<file path="src/rtl/assert_macros.svh">
// Assertion macros for the RTL of the fraction reducer.
// Depends on nothing; each macro takes a label, clock, active-low reset, expressions and a message.
`ifndef ASSERT_MACROS_SVH
`define ASSERT_MACROS_SVH

// Same-cycle implication: when the condition holds, the consequence holds too.
`define AST_IMPLY(lbl, clk, rst_n, cond, cons, msg) \
  lbl: assert property (@(posedge clk) disable iff (!rst_n) (cond) |-> (cons)) \
    else $error(msg);

// Next-cycle implication: when the condition holds, the consequence holds in the next cycle.
`define AST_NEXT(lbl, clk, rst_n, cond, cons, msg) \
  lbl: assert property (@(posedge clk) disable iff (!rst_n) (cond) |=> (cons)) \
    else $error(msg);

`endif

</file>
<file path="src/rtl/frgcd_pkg.sv">
// Package for the fraction reducer: value width, payload structs and sequencer codes.
// Depends on nothing; used by fraction_reducer_gcd_unit and its testbench.
package frgcd_pkg;

  // Width of numerator and denominator values.
  localparam int WIDTH = 31;
  // Width of the divider bit counter, which counts WIDTH-1 down to 0.
  localparam int CNT_W = $clog2(WIDTH);

  // Input item.
  typedef struct packed {
    logic [WIDTH-1:0] numerator_in;
    logic [WIDTH-1:0] denominator_in;
  } in_t;

  // Result item.
  typedef struct packed {
    logic [WIDTH-1:0] reduced_numerator;
    logic [WIDTH-1:0] reduced_denominator;
  } out_t;

  // Sequencer states, one-hot.
  typedef enum logic [3:0] {
    ST_IDLE  = 4'b0001,
    ST_CHECK = 4'b0010,
    ST_DIV   = 4'b0100,
    ST_OUT   = 4'b1000
  } state_t;

  // What the current division is for.
  typedef enum logic [1:0] {
    OP_MOD_A = 2'd0,
    OP_MOD_B = 2'd1,
    OP_QUO_N = 2'd2,
    OP_QUO_D = 2'd3
  } op_t;

endpackage

</file>
<file path="src/rtl/fraction_reducer_gcd_unit.sv">
// Per item: accept in idle, then alternate a check state and a Euclid remainder division
// until one operand is zero, then divide the numerator and the denominator by the GCD and
// present the result. Items are handled one at a time; the shared restoring divider retires
// one quotient bit per cycle and serves both the remainder and the quotient divisions.
// Reset: rst_n, synchronous, active low, returns the sequencer to idle; data is not reset.
// Depends on frgcd_pkg and assert_macros.svh.
`include "assert_macros.svh"

module fraction_reducer_gcd_unit (
  input  logic             clk,
  input  logic             rst_n,
  input  logic             in_valid,
  output logic             in_ready,
  input  frgcd_pkg::in_t   in_data,
  output logic             out_valid,
  input  logic             out_ready,
  output frgcd_pkg::out_t  out_data
);

  localparam int W = frgcd_pkg::WIDTH;

  frgcd_pkg::state_t state_r, state_nxt;
  frgcd_pkg::op_t    op_r, op_nxt;

  // Operands of the Euclid loop and the original fraction.
  logic [W-1:0] a_r, a_nxt;
  logic [W-1:0] b_r, b_nxt;
  logic [W-1:0] n_r, n_nxt;
  logic [W-1:0] d_r, d_nxt;
  logic [W-1:0] g_r, g_nxt;

  // Shared divider registers.
  logic [W-1:0]                q_r, q_nxt;
  logic [W-1:0]                rem_r, rem_nxt;
  logic [W-1:0]                dv_r, dv_nxt;
  logic [frgcd_pkg::CNT_W-1:0] cnt_r, cnt_nxt;

  // Result registers.
  logic [W-1:0] res_num_r, res_num_nxt;
  logic [W-1:0] res_den_r, res_den_nxt;

  // One restoring division step: shift in the next dividend bit and try a subtract.
  logic [W:0]   trial;
  logic [W+1:0] diff;
  logic         ge;
  logic [W-1:0] rem_step;
  logic [W-1:0] q_step;

  assign trial    = {rem_r, q_r[W-1]};
  assign diff     = {1'b0, trial} - {2'b00, dv_r};
  assign ge       = ~diff[W+1];
  assign rem_step = ge ? diff[W-1:0] : trial[W-1:0];
  assign q_step   = {q_r[W-2:0], ge};

  // Handshake outputs follow the sequencer state.
  assign in_ready  = (state_r == frgcd_pkg::ST_IDLE);
  assign out_valid = (state_r == frgcd_pkg::ST_OUT);
  assign out_data.reduced_numerator   = res_num_r;
  assign out_data.reduced_denominator = res_den_r;

  // Sequencer and datapath next-state logic.
  always_comb begin
    state_nxt   = state_r;
    op_nxt      = op_r;
    a_nxt       = a_r;
    b_nxt       = b_r;
    n_nxt       = n_r;
    d_nxt       = d_r;
    g_nxt       = g_r;
    q_nxt       = q_r;
    rem_nxt     = rem_r;
    dv_nxt      = dv_r;
    cnt_nxt     = cnt_r;
    res_num_nxt = res_num_r;
    res_den_nxt = res_den_r;

    case (state_r)
      frgcd_pkg::ST_IDLE: begin
        if (in_valid) begin
          n_nxt     = in_data.numerator_in;
          d_nxt     = in_data.denominator_in;
          a_nxt     = in_data.numerator_in;
          b_nxt     = in_data.denominator_in;
          state_nxt = frgcd_pkg::ST_CHECK;
        end
      end

      frgcd_pkg::ST_CHECK: begin
        rem_nxt = '0;
        cnt_nxt = frgcd_pkg::CNT_W'(W - 1);
        if ((a_r == '0) || (b_r == '0)) begin
          // One operand is zero, so the other one is the divisor.
          g_nxt = a_r | b_r;
          if ((a_r | b_r) == '0) begin
            res_num_nxt = '0;
            res_den_nxt = '0;
            state_nxt   = frgcd_pkg::ST_OUT;
          end else begin
            q_nxt     = n_r;
            dv_nxt    = a_r | b_r;
            op_nxt    = frgcd_pkg::OP_QUO_N;
            state_nxt = frgcd_pkg::ST_DIV;
          end
        end else if (a_r > b_r) begin
          q_nxt     = a_r;
          dv_nxt    = b_r;
          op_nxt    = frgcd_pkg::OP_MOD_A;
          state_nxt = frgcd_pkg::ST_DIV;
        end else begin
          q_nxt     = b_r;
          dv_nxt    = a_r;
          op_nxt    = frgcd_pkg::OP_MOD_B;
          state_nxt = frgcd_pkg::ST_DIV;
        end
      end

      frgcd_pkg::ST_DIV: begin
        q_nxt   = q_step;
        rem_nxt = rem_step;
        cnt_nxt = cnt_r - 1'b1;
        if (cnt_r == '0) begin
          case (op_r)
            frgcd_pkg::OP_MOD_A: begin
              a_nxt     = rem_step;
              state_nxt = frgcd_pkg::ST_CHECK;
            end
            frgcd_pkg::OP_MOD_B: begin
              b_nxt     = rem_step;
              state_nxt = frgcd_pkg::ST_CHECK;
            end
            frgcd_pkg::OP_QUO_N: begin
              // Numerator done; start the denominator with the same divisor.
              res_num_nxt = q_step;
              q_nxt       = d_r;
              rem_nxt     = '0;
              dv_nxt      = g_r;
              cnt_nxt     = frgcd_pkg::CNT_W'(W - 1);
              op_nxt      = frgcd_pkg::OP_QUO_D;
            end
            frgcd_pkg::OP_QUO_D: begin
              res_den_nxt = q_step;
              state_nxt   = frgcd_pkg::ST_OUT;
            end
            default: begin
              state_nxt = frgcd_pkg::ST_IDLE;
            end
          endcase
        end
      end

      frgcd_pkg::ST_OUT: begin
        if (out_ready) begin
          state_nxt = frgcd_pkg::ST_IDLE;
        end
      end

      default: begin
        state_nxt = frgcd_pkg::ST_IDLE;
      end
    endcase
  end

  // Control state with reset.
  always_ff @(posedge clk) begin
    if (!rst_n) begin
      state_r <= frgcd_pkg::ST_IDLE;
    end else begin
      state_r <= state_nxt;
    end
  end

  // Datapath registers, no reset needed.
  always_ff @(posedge clk) begin
    op_r      <= op_nxt;
    a_r       <= a_nxt;
    b_r       <= b_nxt;
    n_r       <= n_nxt;
    d_r       <= d_nxt;
    g_r       <= g_nxt;
    q_r       <= q_nxt;
    rem_r     <= rem_nxt;
    dv_r      <= dv_nxt;
    cnt_r     <= cnt_nxt;
    res_num_r <= res_num_nxt;
    res_den_r <= res_den_nxt;
  end

  // Checks on the sequencer and the shared divider.
  `AST_IMPLY(a_no_overlap, clk, rst_n, out_valid, !in_ready, "input taken while result pending")
  `AST_IMPLY(a_div_nonzero, clk, rst_n, state_r == frgcd_pkg::ST_DIV, dv_r != '0, "divide by zero")
  `AST_NEXT(a_out_to_idle, clk, rst_n, out_valid && out_ready, in_ready, "no idle after transfer")
  `AST_NEXT(a_accept_check, clk, rst_n, in_valid && in_ready, state_r == frgcd_pkg::ST_CHECK, "no check after accept")

endmodule

</file>
<file path="config.mk">
export PLATFORM = sky130hd
export DESIGN_NAME = fraction_reducer_gcd_unit
export DESIGN_NICKNAME = d
export VERILOG_FILES = /design/src/rtl/frgcd_pkg.sv /design/src/rtl/fraction_reducer_gcd_unit.sv
export VERILOG_INCLUDE_DIRS = /design/src /design/src/rtl
export SDC_FILE = /design/constraint.sdc
export NUM_CORES = 1
export LEC_CHECK = 0
export BUFFER_PORTS_ARGS = -buffer_cell sky130_fd_sc_hd__buf_4
export CAP_MARGIN = 20
export CORE_MARGIN = 5
export CORE_UTILIZATION = 40
export CTS_CLUSTER_SIZE = 14
export DETAILED_ROUTE_END_ITERATION = 8
export GPL_TIMING_DRIVEN = 0
export PLACE_DENSITY_LB_ADDON = 0.05
export SLEW_MARGIN = 10
export SYNTH_ARGS = -nofsm -noshare
export SYNTH_HDL_FRONTEND = slang
export SYNTH_SLANG_ARGS = --single-unit
</file>
<file path="constraint.sdc">
create_clock -name clk -period 4.4 [get_ports clk]
set_input_delay 0.44 -clock clk [delete_from_list [all_inputs] [get_ports clk]]
set_output_delay 0.44 -clock clk [all_outputs]
set_load 0.01 [all_outputs]
</file>
==> results.tsv <==
metric	value	unit
ys flop type	edfxtp_1	
CP required	4720	ps
Antenna diodes	0	
unrepaired setup endpoints after global routing	false	
DRT Pass-1 Iters	5	
critical path arrival	4510	ps
post-route setup slack	204	ps
Hold Crit Class	in2reg	
count of cell types in the netlist	70	
Finished Cell Area	0.0202	sq mm
total grt overflow	0	
final slew viol count	0	
Site Rows	75	
crit path time final	4200	ps
synthesis warning total	0	
height of the chip	216	um
Worst-Margin Slew	1200	ps
Clock Skews	20.4	ps
P per Cell Area	640	mW/mm^2
Int Pwr	8.11	mW
Buf+Inv Stages, Crit Path	3	
drt via density	5.62	
worst-path fanout max	10	
antenna viol nets, final	0	
CP Launch Type	flip-flop	
Area Growth Syn to Fin	18.9	%
Sw Pwr	4.84	mW
Clock Sinks	321	
Synth area leaders	edfxtp_1, ha_1, mux2i_1	
# port buffers	129	
Crit path top cell by count	a211oi_2	
dpl hpwl	45100	um
Max stage delay cell, worst path	edfxtp_1	
core footprint	0.0420	sq mm
status	finished, final reports clean	
CTS H-Tree Depth	2	
Cell Area, Synth	0.0170	sq mm
Comb pwr share	36.5	%
Final Hold Vio Count	0	
Sw Share	37.4	%
Setup crit end kind	flip-flop	
EDFF count, synth	317	
clock buffer depth	3	
final wirelength	58800	um
Cells after Synth	1518	
Highest Clock Rate	238	MHz
routability congestion estimate	0.908	
setup violators final	0	
first-pass GRT wire length	84900	um
Cell Area, Placed	0.0190	sq mm
die area	0.0468	sq mm
Synth Area per Inst	11.2	sq um
max_cap viols	0	
top cell type's share of synthesized area	55.9	%
width of the die	216	um
Initial Utilization	40.5	%
total power	13.0	mW
via count	12700	
Slew HR	19.5	%
Static Leak	7.90	nW
Setup WS pre-CTS	17.5	ps
Clock Pin Slew Worst Setup and Hold Paths	60	ps
sequential fraction of the synthesis area	56.4	%
clock root buffer	clkbuf_16	
Clock Latency Late Sink	560	ps
final net count	1859	
Worst IR Drop VDD	0.000268	V
initial antenna violation count	2	
period utilisation layout	95.4	%
syn nets	1679	
share of cells above drive strength 1	14.2	%
# IOs	130	
CTS tree	yes	
Setup Buffers After CTS	0	
WL/cell	26.0	um
Num CTS Buffers	38	
vias in the first global route	12400	
Fin Hold WS	61.6	ps
max incr delay on CP	520	ps
number of DRC markers in iteration 0	1287	
largest net degree at the start of global routing	45	
number of fill cells	3929	
Flop pwr share	38.8	%
clock share of power	24.7	%
DRC	0	
Yosys reg bits	321	
FFs w/ async S/R, synth	0	%
hold_buf cts	0	
crit path kind	reg2reg	
Synth area leader	edfxtp_1	
CP cell instances	inv_1, ha_1, fa_1, nand2b_1, a211oi_2, o21ai_1, a211oi_2, o21a_1, buf_2, buf_4, mux2i_1, nor2_1, a21o_1	
family with the most delay on the worst path	compound AO/OA/AOI/OAI gates	
Total GRT Usage	24.6	%
[logic make-up (layout without fill, tap and decap cells)]
logic type / count (synthesis) / count (layout) / synth area share (%)
fa+ha+maj: 95 / 95 / 7.03
flops: 321 / 321 / 56.4
xor+xnor: 21 / 21 / 1.08
simple gates: 402 / 402 / 11.7
mux: 77 / 77 / 4.54
compound gates: 380 / 380 / 13.4
buf+inv: 222 / 429 / 5.81
[synth_stat cells, types with 4 or more instances]
library cell  number
o21a_1            23
nand3_1           48
o21bai_1           4
o211ai_1           8
nor3_1            27
nand2_1          117
a31oi_1           39
a211oi_1           7
buf_2              5
nor2b_1            9
nand4_1           19
buf_1              7
clkbuf_1          52
a21o_1            28
nor4_1            22
dfxtp_1            4
xnor2_1           10
o21ai_1           45
a21oi_1          134
and2_1            38
edfxtp_1         317
and3_1             6
inv_1            146
o31ai_1           10
xor2_1            11
nor2_1            78
nor4b_1            5
mux2i_1           76
ha_1              94
clkbuf_8           4
or3_1              6
buf_12             6
o21ai_0           52
nand2b_1          11
[what timing repair did]
action / in CTS / in global routing
endpoints found under the hold margin: 0 / 0
pin swaps: 0 / 0
setup endpoints to repair: 3 / 20
cloned: 0 / 0
resized for setup: 2 / 4
[power by group through the flow]
stage                     Sequential (mW)  Clock (mW)  Combinational (mW)
after floorplan                      4.81           0                3.01
after global placement               5.14           0                4.47
after detailed placement             5.06           0                4.65
after CTS                            5.00        3.25                4.71
after global routing                 5.07        3.38                5.12
final                                5.03        3.20                4.73
[worst reg2reg max path, stage by stage, from the launching register on]
cell and delay (ps):
edfxtp_1 520, inv_1 80, ha_1 240, fa_1 410, nand2b_1 200, a211oi_2 330, o21ai_1 230, a211oi_2 410
o21a_1 190, buf_2 210, buf_4 300, mux2i_1 530, nor2_1 130, a21o_1 200
[path summary, 6_finish.rpt]
kind	startpoint	to	slack, ps	cells past startpoint
worst min register to register	n_r[5]	q_r[5]	550	2
worst min-delay path	in_data[37]	n_r[6]	60	1
worst max register to register	q_r[30]	b_r[15]	200	13
worst max-delay path	q_r[30]	b_r[15]	200	13
[layer usage]
metal / wire, um / track usage, %
met1: 27100 / 35.4
met2: 26600 / 38.6
met3: 3820 / 4.93
met4: 1310 / 5.81
met5: 0 / 0
[per-stage QoR]
stage / TNS [ps] / util (%) / std cells
final: 0 / 48.1 / 2264
after global routing: 0 / 48.1 / 2264
after CTS: 0 / 48.1 / 2264
after detailed placement: 0 / 45.1 / 2197
after global placement: -330230 / 44.4 / 2186
after floorplan: 0 / - / 1518
[area by class of cell]
| class | count | area [sq um] | area share (%) |
|---|---|---|---|
| Sequential cell | 321 | 9600 | 47.4 |
| Inverter | 146 | 548 | 2.71 |
| Buffer | 76 | 440 | 2.18 |
| Clock inverter | 25 | 274 | 1.35 |
| Timing Repair Buffer | 140 | 1200 | 5.93 |
| Multi-Input combinational cell | 975 | 6540 | 32.3 |
| Clock buffer | 42 | 966 | 4.77 |
| Tap cell | 539 | 674 | 3.33 |
[layout by cell type (no fill, tap or decap), drive strengths merged, types with 10 or more instances in the layout]
| cell | Yosys | final |
|---|---|---|
| edfxtp | 317 | 317 |
| buf | 20 | 160 |
| inv | 146 | 148 |
| a21oi | 134 | 134 |
| nand2 | 117 | 117 |
| clkbuf | 56 | 98 |
| o21ai | 97 | 97 |
| ha | 94 | 94 |
| nor2 | 79 | 79 |
| mux2i | 76 | 76 |
| nand3 | 48 | 48 |
| a31oi | 39 | 39 |
| and2 | 38 | 38 |
| a21o | 28 | 28 |
| nor3 | 28 | 28 |
| o21a | 23 | 23 |
| nor4 | 22 | 22 |
| nand4 | 19 | 19 |
| clkinv | 0 | 17 |
| nand2b | 11 | 11 |
| xor2 | 11 | 11 |
| o31ai | 10 | 10 |
| xnor2 | 10 | 10 |
(Power assumes the default switching activity.)
